## src/hw/rtl/fir_circ_pkg.sv

```systemverilog
package fir_circ_pkg;

   localparam int MAX_TAPS       = 64;
   localparam int SAMPLE_BITS    = 16;
   localparam int COEFF_BITS     = 16;
   localparam int MODE_BITS      = 2;
   localparam int COEFF_IDX_BITS = 6;
   localparam int TAP_CFG_BITS   = 7;

   localparam int IDX_W     = $clog2(MAX_TAPS);
   localparam int TAPS_W    = $clog2(MAX_TAPS + 1);
   localparam int PROD_W    = SAMPLE_BITS + COEFF_BITS;
   localparam int ACC_W     = PROD_W + IDX_W + 1;
   localparam int FRAC_BITS = COEFF_BITS - 1;
   localparam int RND_W     = ACC_W - FRAC_BITS;

   localparam int CSR_ADDR_W = 3;
   localparam int CSR_DATA_W = 32;
   localparam int CSR_IDX_W  = CSR_ADDR_W - 2;

   localparam logic [CSR_IDX_W-1:0] REG_TAP_COUNT = '0;

   localparam logic signed [SAMPLE_BITS-1:0] SAMPLE_MAX = {1'b0, {(SAMPLE_BITS-1){1'b1}}};
   localparam logic signed [SAMPLE_BITS-1:0] SAMPLE_MIN = {1'b1, {(SAMPLE_BITS-1){1'b0}}};

   typedef enum logic [MODE_BITS-1:0] {
      MODE_FILTER = 2'd0,
      MODE_COEFF  = 2'd1,
      MODE_CLEAR  = 2'd2
   } mode_type;

   typedef enum logic [1:0] {
      ST_IDLE,
      ST_RUN,
      ST_DRAIN,
      ST_EMIT
   } state_type;

   typedef struct packed {
      logic                    wr;
      logic [TAP_CFG_BITS-1:0] tap_count;
   } csr_wr_type;

   typedef struct packed {
      logic issue;
      logic first;
      logic last;
   } mac_cmd_type;

   typedef struct packed {
      logic                          done;
      logic signed [SAMPLE_BITS-1:0] sample;
      logic                          clipped;
   } mac_res_type;

endpackage

```

## src/hw/rtl/fir_circ_if.sv

```systemverilog
interface fir_circ_req_if;
   logic                                         valid;
   logic                                         ready;
   logic [fir_circ_pkg::MODE_BITS-1:0]           mode;
   logic signed [fir_circ_pkg::SAMPLE_BITS-1:0]  sample_in;
   logic [fir_circ_pkg::COEFF_IDX_BITS-1:0]      coeff_index;
   logic signed [fir_circ_pkg::COEFF_BITS-1:0]   coeff_value;

   modport source (output valid, mode, sample_in, coeff_index, coeff_value, input ready);
   modport sink (input valid, mode, sample_in, coeff_index, coeff_value, output ready);
endinterface

interface fir_circ_rsp_if;
   logic                                         valid;
   logic                                         ready;
   logic signed [fir_circ_pkg::SAMPLE_BITS-1:0]  sample_out;
   logic                                         clipped;

   modport source (output valid, sample_out, clipped, input ready);
   modport sink (input valid, sample_out, clipped, output ready);
endinterface

```

## src/hw/rtl/fir_circ_ram.sv

```systemverilog
module fir_circ_ram #(
   parameter int DEPTH = 64,
   parameter int WIDTH = 16
) (
   input  logic                     clock,
   input  logic                     we,
   input  logic [$clog2(DEPTH)-1:0] waddr,
   input  logic [WIDTH-1:0]         wdata,
   input  logic [$clog2(DEPTH)-1:0] raddr,
   output logic [WIDTH-1:0]         rdata
);

   logic [WIDTH-1:0] mem [DEPTH];
   logic [WIDTH-1:0] rdata_ff;

   always_ff @(posedge clock) begin
      if (we) begin
         mem[waddr] <= wdata;
      end
      rdata_ff <= mem[raddr];
   end

   assign rdata = rdata_ff;

endmodule

```

## src/hw/rtl/fir_circ_csr.sv

```systemverilog
module fir_circ_csr (
   input  logic                                  clock,
   input  logic                                  reset,
   input  logic                                  psel,
   input  logic                                  penable,
   input  logic                                  pwrite,
   input  logic [fir_circ_pkg::CSR_ADDR_W-1:0]   paddr,
   input  logic [fir_circ_pkg::CSR_DATA_W-1:0]   pwdata,
   output logic [fir_circ_pkg::CSR_DATA_W-1:0]   prdata,
   output logic                                  pready,
   output fir_circ_pkg::csr_wr_type              cfg
);

   logic [fir_circ_pkg::TAP_CFG_BITS-1:0] tap_count_ff, tap_count_in;
   logic                                  reg_hit;
   logic                                  wr_hit;

   assign pready  = 1'b1;
   assign reg_hit = (paddr[fir_circ_pkg::CSR_ADDR_W-1:2] == fir_circ_pkg::REG_TAP_COUNT);
   assign wr_hit  = psel && penable && pwrite && pready && reg_hit;

   always_comb begin
      tap_count_in = tap_count_ff;
      if (wr_hit) begin
         tap_count_in = pwdata[fir_circ_pkg::TAP_CFG_BITS-1:0];
      end
   end

   always_ff @(posedge clock) begin
      if (reset) begin
         tap_count_ff <= '0;
      end else begin
         tap_count_ff <= tap_count_in;
      end
   end

   assign prdata = reg_hit ? fir_circ_pkg::CSR_DATA_W'(tap_count_ff) : '0;

   assign cfg.wr        = wr_hit;
   assign cfg.tap_count = tap_count_ff;

endmodule

```

## src/hw/rtl/fir_circ_mac.sv

```systemverilog
module fir_circ_mac (
   input  logic                                        clock,
   input  logic                                        reset,
   input  fir_circ_pkg::mac_cmd_type                   cmd,
   input  logic signed [fir_circ_pkg::COEFF_BITS-1:0]  coef,
   input  logic signed [fir_circ_pkg::SAMPLE_BITS-1:0] samp,
   output fir_circ_pkg::mac_res_type                   res
);

   fir_circ_pkg::mac_cmd_type s1_ff, p_cmd_ff;

   logic signed [fir_circ_pkg::PROD_W-1:0]      prod_ff;
   logic signed [fir_circ_pkg::ACC_W-1:0]       acc_ff;
   logic                                        acc_last_ff;
   logic signed [fir_circ_pkg::ACC_W-1:0]       acc_b;
   logic signed [fir_circ_pkg::RND_W-1:0]       rnd;
   logic signed [fir_circ_pkg::SAMPLE_BITS-1:0] sat;
   logic                                        clip;
   logic signed [fir_circ_pkg::SAMPLE_BITS-1:0] res_sample_ff;
   logic                                        res_clip_ff;
   logic                                        done_ff;

   // round half up, then floor shift
   always_comb begin
      acc_b = acc_ff + (fir_circ_pkg::ACC_W'(1) <<< (fir_circ_pkg::FRAC_BITS - 1));
      rnd   = signed'(acc_b[fir_circ_pkg::ACC_W-1:fir_circ_pkg::FRAC_BITS]);
      sat   = rnd[fir_circ_pkg::SAMPLE_BITS-1:0];
      clip  = 1'b0;
      if (rnd > fir_circ_pkg::RND_W'(fir_circ_pkg::SAMPLE_MAX)) begin
         sat  = fir_circ_pkg::SAMPLE_MAX;
         clip = 1'b1;
      end else if (rnd < fir_circ_pkg::RND_W'(fir_circ_pkg::SAMPLE_MIN)) begin
         sat  = fir_circ_pkg::SAMPLE_MIN;
         clip = 1'b1;
      end
   end

   always_ff @(posedge clock) begin
      if (reset) begin
         s1_ff       <= '0;
         p_cmd_ff    <= '0;
         acc_last_ff <= 1'b0;
         done_ff     <= 1'b0;
      end else begin
         s1_ff       <= cmd;
         p_cmd_ff    <= s1_ff;
         acc_last_ff <= p_cmd_ff.issue && p_cmd_ff.last;
         done_ff     <= acc_last_ff;
      end
   end

   // ram data lines up with s1
   always_ff @(posedge clock) begin
      if (s1_ff.issue) begin
         prod_ff <= coef * samp;
      end
      if (p_cmd_ff.issue) begin
         if (p_cmd_ff.first) begin
            acc_ff <= fir_circ_pkg::ACC_W'(prod_ff);
         end else begin
            acc_ff <= acc_ff + fir_circ_pkg::ACC_W'(prod_ff);
         end
      end
      if (acc_last_ff) begin
         res_sample_ff <= sat;
         res_clip_ff   <= clip;
      end
   end

   assign res.done    = done_ff;
   assign res.sample  = res_sample_ff;
   assign res.clipped = res_clip_ff;

endmodule

```

## src/hw/rtl/fir_circ_ctrl.sv

```systemverilog
module fir_circ_ctrl (
   input  logic                                         clock,
   input  logic                                         reset,
   fir_circ_req_if.sink                                 req,
   fir_circ_rsp_if.source                               rsp,
   input  fir_circ_pkg::csr_wr_type                     cfg,
   output fir_circ_pkg::mac_cmd_type                    cmd,
   output logic signed [fir_circ_pkg::COEFF_BITS-1:0]   coef,
   output logic signed [fir_circ_pkg::SAMPLE_BITS-1:0]  samp,
   input  fir_circ_pkg::mac_res_type                    res
);

   fir_circ_pkg::state_type state_ff, state_in;

   logic [fir_circ_pkg::IDX_W-1:0]              write_pos_ff, write_pos_in;
   logic [fir_circ_pkg::IDX_W-1:0]              cnt_ff, cnt_in;
   logic [fir_circ_pkg::IDX_W-1:0]              pos_ff, pos_in;
   logic [fir_circ_pkg::MAX_TAPS-1:0]           hist_vld_ff, hist_vld_in;
   logic                                        hvld_rd_ff;
   logic                                        pass_ff, pass_in;
   logic signed [fir_circ_pkg::SAMPLE_BITS-1:0] item_sample_ff, item_sample_in;
   logic                                        out_vld_ff, out_vld_in;
   logic signed [fir_circ_pkg::SAMPLE_BITS-1:0] out_sample_ff, out_sample_in;
   logic                                        out_clip_ff, out_clip_in;

   logic [fir_circ_pkg::TAPS_W-1:0]             taps;
   logic [fir_circ_pkg::IDX_W-1:0]              wp_start;
   logic [fir_circ_pkg::IDX_W-1:0]              wp_next;
   logic [fir_circ_pkg::IDX_W-1:0]              pos_dec;
   logic                                        last;
   logic                                        accept;

   logic                                        hist_we;
   logic                                        coef_we;
   logic [fir_circ_pkg::SAMPLE_BITS-1:0]        hist_q;
   logic [fir_circ_pkg::COEFF_BITS-1:0]         coef_q;

   fir_circ_ram #(
      .DEPTH(fir_circ_pkg::MAX_TAPS),
      .WIDTH(fir_circ_pkg::SAMPLE_BITS)
   ) u_hist_ram (
      .clock(clock),
      .we   (hist_we),
      .waddr(wp_start),
      .wdata(req.sample_in),
      .raddr(pos_ff),
      .rdata(hist_q)
   );

   fir_circ_ram #(
      .DEPTH(fir_circ_pkg::MAX_TAPS),
      .WIDTH(fir_circ_pkg::COEFF_BITS)
   ) u_coef_ram (
      .clock(clock),
      .we   (coef_we),
      .waddr(fir_circ_pkg::IDX_W'(req.coeff_index)),
      .wdata(req.coeff_value),
      .raddr(cnt_ff),
      .rdata(coef_q)
   );

   assign req.ready = (state_ff == fir_circ_pkg::ST_IDLE);
   assign accept    = req.valid && req.ready;

   always_comb begin
      if (32'(cfg.tap_count) > fir_circ_pkg::MAX_TAPS) begin
         taps = fir_circ_pkg::TAPS_W'(fir_circ_pkg::MAX_TAPS);
      end else begin
         taps = fir_circ_pkg::TAPS_W'(cfg.tap_count);
      end
   end

   // a stale pointer outside the tap window restarts at zero
   assign wp_start = (fir_circ_pkg::TAPS_W'(write_pos_ff) >= taps) ? '0 : write_pos_ff;
   assign wp_next  = (fir_circ_pkg::TAPS_W'(wp_start) + fir_circ_pkg::TAPS_W'(1) >= taps)
                     ? '0 : wp_start + fir_circ_pkg::IDX_W'(1);
   assign pos_dec  = (pos_ff == '0) ? fir_circ_pkg::IDX_W'(taps - fir_circ_pkg::TAPS_W'(1))
                     : pos_ff - fir_circ_pkg::IDX_W'(1);
   assign last     = (fir_circ_pkg::TAPS_W'(cnt_ff) + fir_circ_pkg::TAPS_W'(1) == taps);

   always_comb begin
      state_in       = state_ff;
      write_pos_in   = write_pos_ff;
      cnt_in         = cnt_ff;
      pos_in         = pos_ff;
      hist_vld_in    = hist_vld_ff;
      pass_in        = pass_ff;
      item_sample_in = item_sample_ff;
      out_vld_in     = out_vld_ff;
      out_sample_in  = out_sample_ff;
      out_clip_in    = out_clip_ff;
      hist_we        = 1'b0;
      coef_we        = 1'b0;
      cmd            = '0;

      if (cfg.wr) begin
         write_pos_in = '0;
      end
      if (rsp.ready) begin
         out_vld_in = 1'b0;
      end

      case (state_ff)
         fir_circ_pkg::ST_IDLE: begin
            if (accept) begin
               case (req.mode)
                  fir_circ_pkg::MODE_FILTER: begin
                     item_sample_in = req.sample_in;
                     if (taps == '0) begin
                        pass_in  = 1'b1;
                        state_in = fir_circ_pkg::ST_EMIT;
                     end else begin
                        pass_in               = 1'b0;
                        hist_we               = 1'b1;
                        hist_vld_in[wp_start] = 1'b1;
                        pos_in                = wp_start;
                        cnt_in                = '0;
                        write_pos_in          = wp_next;
                        state_in              = fir_circ_pkg::ST_RUN;
                     end
                  end
                  fir_circ_pkg::MODE_COEFF: begin
                     coef_we = (32'(req.coeff_index) < fir_circ_pkg::MAX_TAPS);
                  end
                  fir_circ_pkg::MODE_CLEAR: begin
                     hist_vld_in  = '0;
                     write_pos_in = '0;
                  end
                  default: begin
                  end
               endcase
            end
         end
         fir_circ_pkg::ST_RUN: begin
            cmd.issue = 1'b1;
            cmd.first = (cnt_ff == '0);
            cmd.last  = last;
            cnt_in    = cnt_ff + fir_circ_pkg::IDX_W'(1);
            pos_in    = pos_dec;
            if (last) begin
               state_in = fir_circ_pkg::ST_DRAIN;
            end
         end
         fir_circ_pkg::ST_DRAIN: begin
            if (res.done) begin
               state_in = fir_circ_pkg::ST_EMIT;
            end
         end
         fir_circ_pkg::ST_EMIT: begin
            if (!out_vld_ff || rsp.ready) begin
               out_vld_in    = 1'b1;
               out_sample_in = pass_ff ? item_sample_ff : res.sample;
               out_clip_in   = pass_ff ? 1'b0 : res.clipped;
               state_in      = fir_circ_pkg::ST_IDLE;
            end
         end
         default: begin
            state_in = fir_circ_pkg::ST_IDLE;
         end
      endcase
   end

   always_ff @(posedge clock) begin
      if (reset) begin
         state_ff     <= fir_circ_pkg::ST_IDLE;
         write_pos_ff <= '0;
         hist_vld_ff  <= '0;
         out_vld_ff   <= 1'b0;
      end else begin
         state_ff     <= state_in;
         write_pos_ff <= write_pos_in;
         hist_vld_ff  <= hist_vld_in;
         out_vld_ff   <= out_vld_in;
      end
   end

   always_ff @(posedge clock) begin
      cnt_ff         <= cnt_in;
      pos_ff         <= pos_in;
      pass_ff        <= pass_in;
      item_sample_ff <= item_sample_in;
      out_sample_ff  <= out_sample_in;
      out_clip_ff    <= out_clip_in;
      hvld_rd_ff     <= hist_vld_ff[pos_ff];
   end

   // history entries cleared since reset or clear read as zero
   assign coef = coef_q;
   assign samp = hvld_rd_ff ? hist_q : '0;

   assign rsp.valid      = out_vld_ff;
   assign rsp.sample_out = out_sample_ff;
   assign rsp.clipped    = out_clip_ff;

endmodule

```

## src/hw/rtl/fir_filter_circular_top.sv

```systemverilog
// Programmable FIR filter with a circular delay line of up to 64 taps.
// req_ch carries one item per transfer: mode 0 filters sample_in, mode 1
// writes coeff_value into slot coeff_index, mode 2 clears the delay line and
// the write pointer, mode 3 is ignored. Only mode 0 yields a transfer on
// rsp_ch (sample_out, clipped), in the order the items came in.
// Register tap_count at byte address 0 (APB, write in setup + access cycles)
// sets the taps in use, values above 64 act as 64; a write also resets the
// write pointer. Zero taps pass samples straight through.
// A filtered sample is written to the delay line, then runs one
// multiply-accumulate per tap through the coefficient and history memories
// and drains from the MAC pipeline into the output register; a passed-through
// one goes straight to that register. Coefficient and clear items leave the
// block idle. Items are worked one at a time: the next item is taken only once
// the last filtered or passed-through one has reached the output register.
// Reset clears the tap count, write pointer, delay line and result valid flag;
// coefficients must be written before use.
// A result waits in its output register while rsp_ch is stalled; the next
// item is still taken and runs until its own result needs that register.
module fir_filter_circular_top (
   input  logic                                  clock,
   input  logic                                  reset,
   fir_circ_req_if.sink                          req_ch,
   fir_circ_rsp_if.source                        rsp_ch,
   input  logic                                  psel,
   input  logic                                  penable,
   input  logic                                  pwrite,
   input  logic [fir_circ_pkg::CSR_ADDR_W-1:0]   paddr,
   input  logic [fir_circ_pkg::CSR_DATA_W-1:0]   pwdata,
   output logic [fir_circ_pkg::CSR_DATA_W-1:0]   prdata,
   output logic                                  pready
);

   fir_circ_pkg::csr_wr_type                    cfg;
   fir_circ_pkg::mac_cmd_type                   cmd;
   fir_circ_pkg::mac_res_type                   res;
   logic signed [fir_circ_pkg::COEFF_BITS-1:0]  coef;
   logic signed [fir_circ_pkg::SAMPLE_BITS-1:0] samp;

   fir_circ_csr u_csr (
      .clock  (clock),
      .reset  (reset),
      .psel   (psel),
      .penable(penable),
      .pwrite (pwrite),
      .paddr  (paddr),
      .pwdata (pwdata),
      .prdata (prdata),
      .pready (pready),
      .cfg    (cfg)
   );

   fir_circ_ctrl u_ctrl (
      .clock(clock),
      .reset(reset),
      .req  (req_ch),
      .rsp  (rsp_ch),
      .cfg  (cfg),
      .cmd  (cmd),
      .coef (coef),
      .samp (samp),
      .res  (res)
   );

   fir_circ_mac u_mac (
      .clock(clock),
      .reset(reset),
      .cmd  (cmd),
      .coef (coef),
      .samp (samp),
      .res  (res)
   );

endmodule

```

## src/flat_wrapper.sv

```systemverilog
// flat-port wrapper written by rule: the top's interface ports become plain ports
module fir_filter_circular_top_flat 
  (clock, reset, psel, penable, pwrite, paddr, pwdata, prdata, pready, req_ch_valid, req_ch_mode, req_ch_sample_in, req_ch_coeff_index, req_ch_coeff_value, req_ch_ready, rsp_ch_valid, rsp_ch_sample_out, rsp_ch_clipped, rsp_ch_ready);
  fir_circ_req_if req_ch_i ();
  fir_circ_rsp_if rsp_ch_i ();
  input  logic clock;
  input  logic reset;
  input  logic psel;
  input  logic penable;
  input  logic pwrite;
  input  logic [fir_circ_pkg::CSR_ADDR_W-1:0] paddr;
  input  logic [fir_circ_pkg::CSR_DATA_W-1:0] pwdata;
  output logic [fir_circ_pkg::CSR_DATA_W-1:0] prdata;
  output logic pready;
  input wire logic [$bits(req_ch_i.valid)-1:0] req_ch_valid;
  input wire logic [$bits(req_ch_i.mode)-1:0] req_ch_mode;
  input wire logic [$bits(req_ch_i.sample_in)-1:0] req_ch_sample_in;
  input wire logic [$bits(req_ch_i.coeff_index)-1:0] req_ch_coeff_index;
  input wire logic [$bits(req_ch_i.coeff_value)-1:0] req_ch_coeff_value;
  output wire logic [$bits(req_ch_i.ready)-1:0] req_ch_ready;
  output wire logic [$bits(rsp_ch_i.valid)-1:0] rsp_ch_valid;
  output wire logic [$bits(rsp_ch_i.sample_out)-1:0] rsp_ch_sample_out;
  output wire logic [$bits(rsp_ch_i.clipped)-1:0] rsp_ch_clipped;
  input wire logic [$bits(rsp_ch_i.ready)-1:0] rsp_ch_ready;
  assign req_ch_i.valid = req_ch_valid;
  assign req_ch_i.mode = req_ch_mode;
  assign req_ch_i.sample_in = req_ch_sample_in;
  assign req_ch_i.coeff_index = req_ch_coeff_index;
  assign req_ch_i.coeff_value = req_ch_coeff_value;
  assign req_ch_ready = req_ch_i.ready;
  assign rsp_ch_valid = rsp_ch_i.valid;
  assign rsp_ch_sample_out = rsp_ch_i.sample_out;
  assign rsp_ch_clipped = rsp_ch_i.clipped;
  assign rsp_ch_i.ready = rsp_ch_ready;
  fir_filter_circular_top u_core (.clock(clock), .reset(reset), .req_ch(req_ch_i), .rsp_ch(rsp_ch_i), .psel(psel), .penable(penable), .pwrite(pwrite), .paddr(paddr), .pwdata(pwdata), .prdata(prdata), .pready(pready));
endmodule
```

## config.mk

```make
export PLATFORM = sky130hd
export DESIGN_NAME = fir_filter_circular_top_flat
export DESIGN_NICKNAME = d
export VERILOG_FILES = /design/src/hw/rtl/fir_circ_pkg.sv /design/src/hw/rtl/fir_circ_if.sv /design/src/hw/rtl/fir_circ_ram.sv /design/src/hw/rtl/fir_circ_csr.sv /design/src/hw/rtl/fir_circ_mac.sv /design/src/hw/rtl/fir_circ_ctrl.sv /design/src/hw/rtl/fir_filter_circular_top.sv /design/src/flat_wrapper.sv
export SDC_FILE = /design/constraint.sdc
export NUM_CORES = 2
export LEC_CHECK = 0
export BUFFER_PORTS_ARGS = -buffer_cell sky130_fd_sc_hd__buf_2
export CAP_MARGIN = 5
export CORE_AREA = 2 2 583 585
export DETAILED_ROUTE_END_ITERATION = 10
export DIE_AREA = 0 0 585 587
export HOLD_SLACK_MARGIN = 0.06
export MAX_ROUTING_LAYER = met4
export PLACE_DENSITY = 0.46
export SYNTH_ARGS = -nofsm -noshare
export SYNTH_HDL_FRONTEND = slang
export SYNTH_SLANG_ARGS = --single-unit
```

## constraint.sdc

```tcl
create_clock -name clock -period 17.76 [get_ports clock]
set_clock_uncertainty 0.15 [all_clocks]
set_input_delay 0 -clock clock [delete_from_list [all_inputs] [get_ports clock]]
set_output_delay 0 -clock clock [all_outputs]
set_load 0.02 [all_outputs]
```

[Word-level counts from Yosys, hierarchy flattened]
Memories as Yosys holds them, arrays and structs flattened. A register that Yosys moved wholly into a read port is not among the register bits.
Index checks and enable logic that the tools add are counted.
Cells by class
  add/subtract/negate cells: 8
  eq/ne operators: 13
  $lt $le $gt $ge: 8
  $mul: 1
  bitwise logic cells: 3
  reduce and logical (&&, ||, !) cells: 21
  muxes and demuxes: 52
Operators by type and width (number)
  64-bit one-hot mux with 2 select lines: 1
  6-bit two-way mux: 13
  64-bit two-way mux: 1
  64-bit bitwise OR: 1
  16-bit two-way mux: 3
  39-bit by 16-bit adder with 39-bit output (second input constant): 1
  39-bit by 32-bit adder with 39-bit output: 1
  39-bit two-way mux: 1
  6-bit one-hot mux with 2 select lines: 3
  16-bit by 16-bit multiplier with 32-bit output: 1
  24-bit by 16-bit greater-than comparator with 1-bit output (second input constant): 1
  24-bit by 16-bit less-than comparator with 1-bit output (second input constant): 1
  1-bit two-way mux: 18
  6-bit by 1-bit adder with 7-bit output (second input constant): 2
  6-bit by 7-bit less-than comparator with 1-bit output (second input constant): 2
  7-bit two-way mux: 2
  6-bit by 1-bit adder with 6-bit output (second input constant): 2
  6-bit logical NOT: 2
  2-bit two-way mux: 6
  6-bit by 1-bit subtractor with 6-bit output (second input constant): 2
  2-bit != test (second input constant): 5
  2-bit one-hot mux with 4 select lines: 1
  4-bit AND reduction: 2
  7-bit equality test: 1
  other kinds (21): 33
Word-level totals
  memories: 2
  RAM bits: 2048
  input port bits: 82
  logic and storage cells: 132
  register bits: 223
  output and inout port bits: 52
Memories
  u_core.u_ctrl.u_coef_ram.mem: depth 64, bits a word 16, rd ports 1, clocked after Yosys merged registers in 1, write ports 1, line fir_circ_ram.sv:13  | logic [WIDTH-1:0] mem [DEPTH];
  u_core.u_ctrl.u_hist_ram.mem: depth 64, bits a word 16, rd ports 1, clocked after Yosys merged registers in 1, write ports 1, line fir_circ_ram.sv:13

[Depth between registers and ports, before layout]
  depth in word-level cells: 11
  mapped depth: 25
  depth with buffers taken out: 23

[Hierarchy]
A second synthesis with hierarchy kept.
Unflattened totals
  cell total of the unflattened synthesis: 5944
  area total of the unflattened synthesis: 102209.3 µm²
By module, submodules not included
  fir_circ_ram: seq. area each 31069.8 µm², instances 2, area each 40042.2 µm², cells each 1829
  fir_circ_mac: seq. area each 2802.7 µm², instances 1, area each 15700.1 µm², cells each 1663
  fir_circ_ctrl: seq. area each 2862.7 µm², instances 1, area each 5830.6 µm², cells each 556
  fir_circ_csr: seq. area each 140.1 µm², instances 1, area each 594.3 µm², cells each 67

[Worst setup path before layout]
Ideal clock, no wire load.
  kind: reg-to-reg
  from: register u_core.u_ctrl.hvld_rd_ff
  to: register u_core.u_mac.prod_ff[31] (netlist name), data pin
  slack: 11.165 ns
  data required time: 17.350 ns
  buffers on the path: 2
  arrival time: 6.185 ns
  period minus slack after synthesis: 6.595 ns
  setup time: 0.260 ns
  cell stages (with the launch flop): 26
  cell sequence: dfxtp_1 clkbuf_1 and2_0 clkbuf_1 nand2_1 fa_1 inv_1 fa_1 inv_1 fa_1 inv_1 fa_1 fa_1 inv_1 fa_1 inv_1 ha_1 and3_1 and3_1 a32oi_1 o21ai_0 o21ai_0 o21ai_0 a21o_1 a21oi_1 xnor2_1
Between the ends
  word-level cells in the longest chain between the ends: 2
RTL lines
  start: declaration: line fir_circ_ctrl.sv:19  | logic hvld_rd_ff;
  start signal: assignment: line fir_circ_ctrl.sv:184  | hvld_rd_ff <= hist_vld_ff[pos_ff];
  16-bit two-way mux: line fir_circ_ctrl.sv:189  | assign samp = hvld_rd_ff ? hist_q : '0;
  16-bit by 16-bit multiplier with 32-bit output: line fir_circ_mac.sv:55  | prod_ff <= coef * samp;
  end signal: assignment: line fir_circ_mac.sv:55
  end: declaration: line fir_circ_mac.sv:12  | logic signed [fir_circ_pkg::PROD_W-1:0] prod_ff;
No other way between the ends.
A chain may end at the register's enable or synchronous reset.

[Final worst setup path]
Ends and elaborated chain as after synthesis.

==> key figures <==
Final layout
  – Area of the multi-input gates: 30700 um2
  – Layout Cells excl Fill: 10.5k
  – Layout overhead on the synthesized area: 16.0%
  – Nets@finish: 6217
  – Fillers: 32.0k
  – FF+latch area: a little under 70000 um2
  – Fraction of layout cells with a size suffix above 1: 25.2%

Floorplanning
  – Starting Density: 29.8%
  – Chip Height: 587 um
  – DIE AREA: approximately 340000 um2
  – I/O pins: 134
  – Site row count: 214
  – Core ar.: 338000 um2
  – Die Span X: 585 um

Logic synthesis
  – Post-synth cell types: 77
  – Synth warn: 0
  – Area contributors post-synth: edfxtp_1 (65%), mux4_2 (15%), fa_1 (5.2%)
  – Synth Flop Type: edfxtp_1
  – Share of synthesized registers carrying an async set or reset: 0%
  – Area share of the largest cell type after synthesis: roughly two thirds
  – Gate Count Post-Synth: 5371
  – Flops & latches, synth: 2303
  – Area leader, netlist: edfxtp_1
  – Mapped Avg Cell Area: ~19 um2
  – Post-synthesis instance area: ~100000 um2
  – EDFF count, synth: 2182
  – Seq/Total Area, Yosys: roughly two thirds

Critical path
  – Worst setup startpoint: u_core.u_ctrl.hvld_rd_ff
  – Data required time of the worst path: ~18 ns
  – Crit Path Class: reg -> reg
  – Worst flop-to-flop path startpoint: u_core.u_ctrl.hvld_rd_ff
  – Crit end category: flip-flop
  – Crit Path Max Fanout: 65
  – Worst setup SP type: flip-flop
  – Crit path arrival time: 8.56 ns

Routing
  – DR vias: between 50k and 60k
  – Routed Antenna Nets: 0
  – Via-to-Cell Ratio: 4.86
  – Router iterations before antenna repair: 7
  – Starting DRT DRC Count: 4490
  – DR DRC count: 0
  – Post-Route WL: approximately 270000 um
  – Avg WL per Cell: 25.9 um

Clocking
  – Htree depth: 5
  – Clk sink count: approximately 2.3k
  – CTS tree: yes
  – Clock slew at reported path FFs: 0.07 ns
  – Setup Buffers After CTS: 0
  – CTS Root Buffer Type: clkbuf_16
  – Worst-case clock buffer depth: 4
  – Number of buffers created by CTS: 265
  – Skew-Pair Late Insertion Delay: 0.90 ns

STA
  – Final setup viols: 0
  – Final hold vios: 0
  – Max-slew violations: 0
  – Highest Clock Rate: 123 MHz
  – Tmin final: 8.10 ns
  – Max-slew headroom: between 10% and 20%
  – Worst-margin pin slew: 1.28 ns
  – Total negative slack: 0 ns
  – RSZ-0062 raised after global routing: false
  – Fin crit share: 45.6%

Placement
  – RD Place Congestion: between 0.7 and 0.8
  – PortBufs: 80
  – Dpl hpwl: 162000 um
  – Dpl cells: 9912

Power
  – Standby leakage power: 0.0391 uW
  – Design Power: 13100 uW
  – Power Density: 112 nW/um2
  – VDD IR max: 0.0795 mV

Global routing
  – Largest net degree at the start of global routing: 102
  – Vias in the first global route: 53.4k
  – Initial antenna violation count: 23
  – GR Overflow Total: 0
  – First-pass GRT wire length: between 300000 and 400000 um
  – Gr usage total: 16.1%

Min path
  – HP Start: pwrite
  – HP Class: in -> reg

Run status
  – Status: completed

Flow run
  – Maxcap violations: 0
[report_power, final]
part	internal (uW)	switching, uW	total [uW]
sequential	6020	180	6200
clock	3100	2230	5330
combinational	676	912	1590
total	9800	3320	13100
[cells in the final DEF, fill, tap and decap left out, types with 9 or more instances in the layout]
cell / instances
edfxtp_1: 2182
mux4_2: 673
inv_1: 312
clkbuf_16: 273
fa_1: 263
nand2_1: 230
buf_4: 186
and3_1: 142
ha_1: 142
nor2_1: 136
dfxtp_1: 117
nor2_2: 113
o21ai_0: 98
dlygate4sd3_1: 87
buf_2: 80
a21oi_1: 73
o21a_1: 62
xnor2_1: 59
clkbuf_1: 58
nand3_1: 44
clkinv_2: 43
a21o_1: 41
nor2b_1: 40
xor2_1: 39
clkinv_1: 38
conb_1: 26
nand2b_1: 22
a31oi_1: 22
nor3_1: 21
mux2i_1: 21
mux2_2: 20
a211oi_1: 19
bufinv_16: 17
diode_2: 16
o211ai_1: 15
and2_1: 12
or3_1: 12
nand4_1: 9
buf_12: 9
[critical path, cell delays in order, from the launching register on]
cell     delay (ns)
dfxtp_4        0.69
buf_4          0.49
and2_0         0.70
nand2_1        0.15
fa_1           0.52
inv_1          0.05
fa_1           0.49
inv_1          0.06
fa_1           0.53
inv_1          0.05
fa_1           0.45
fa_1           0.50
inv_1          0.05
fa_1           0.47
inv_1          0.04
ha_1           0.35
and3_1         0.25
and3_1         0.19
a32oi_1        0.42
o21ai_0        0.32
o21ai_0        0.26
o21ai_0        0.15
a21o_1         0.20
a21oi_1        0.16
xnor2_1        0.08
[kinds of logic after synthesis]
| logic type | Yosys count | share of synthesized area [%] |
|---|---|---|
| adders and majority gates | 405 | 6.99 |
| DFF | 2303 | 67.5 |
| xor gates and xnor gates | 98 | 0.852 |
| AOI/OAI and AO/OA | 407 | 2.73 |
| buffers and inverters | 607 | 2.50 |
| and+or+nand+nor | 835 | 3.96 |
| muxes | 714 | 15.5 |
| other | 2 | 0.00746 |
[synthesized netlist by cell type, drive strengths merged, types with 12 or more instances]
library cell / n
a211oi: 21
a21o: 42
a21oi: 76
a31oi: 22
and2: 14
and3: 142
buf: 110
clkbuf: 184
dfxtp: 121
edfxtp: 2182
fa: 263
ha: 142
inv: 312
mux2: 20
mux2i: 21
mux4: 673
nand2: 230
nand2b: 22
nand3: 44
nor2: 257
nor2b: 41
nor3: 22
o211ai: 15
o21a: 62
o21ai: 107
or3: 12
xnor2: 59
xor2: 39
[registers in the layout (all words and copies together) (netlist names), 6 cells and up]
name	flops
u_core.u_ctrl.rsp.sample_out	16
u_core.u_csr.tap_count_ff	7
u_core.u_ctrl.u_coef_ram.mem	1024
u_core.u_mac.prod_ff	32
u_core.u_mac.acc_ff	39
u_core.u_ctrl.u_hist_ram.rdata	16
u_core.u_ctrl.write_pos_ff	6
u_core.u_ctrl.hist_vld_ff	64
u_core.u_ctrl.cnt_ff	6
u_core.u_ctrl.pos_ff	6
u_core.u_ctrl.item_sample_ff	16
u_core.u_ctrl.u_coef_ram.rdata	16
u_core.u_mac.res_sample_ff	16
u_core.u_ctrl.u_hist_ram.mem	1024
[timing repair]
action	in CTS	in global routing
endpoints found under the hold margin	3123	0
setup endpoints to repair	0	0
hold buffers	87	0
gates resized for setup	0	0
[final cells by class]
type                       count  area share [%]
sequential                  2303            58.2
multi-input combinational   2485            26.3
clock buffer                 337            6.11
tap                         4536            4.86
timing repair buffer         362            2.44
clock inverter               122            1.06
inverter                     313            1.01
antenna                       16          0.0343
[worst paths after layout]
path / endpoint / slack, ns / cells past startpoint
hold reg to reg: u_core.u_mac.acc_last_ff / 0.26 / 2
setup / recovery: u_core.u_mac.prod_ff[31] / 9.66 / 24
hold / removal: u_core.u_csr.tap_count_ff[5] / 0.19 / 6
setup reg to reg: u_core.u_mac.prod_ff[31] / 9.66 / 24
[routing by layer]
| layer | global-route usage [%] | vias to the layer above | share of wire [%] |
|---|---|---|---|
| met3 | 2.78 | 374 | 5.5 |
| met4 | 4.73 | 0 | 3.1 |
| met1 | 21.6 | 27400 | 44 |
| met2 | 25.1 | 1302 | 47 |
| met5 | - | - | 0 |
| li1 | - | 21800 | - |
[through the flow]
stage          setup slack (ns)  util, %  hold slack, ns  area [um2]
2_1_floorplan             11.17        -         -0.0751      101000
3_3_place_gp               9.66     31.8          0.0531      108000
3_5_place_dp               9.60     31.8          0.0592      108000
4_1_cts                    9.65     34.5          0.0853      117000
5_1_grt                    9.16     34.6           0.157      117000
6_report                   9.66     34.6           0.193      117000
(Power assumes the default switching activity.)
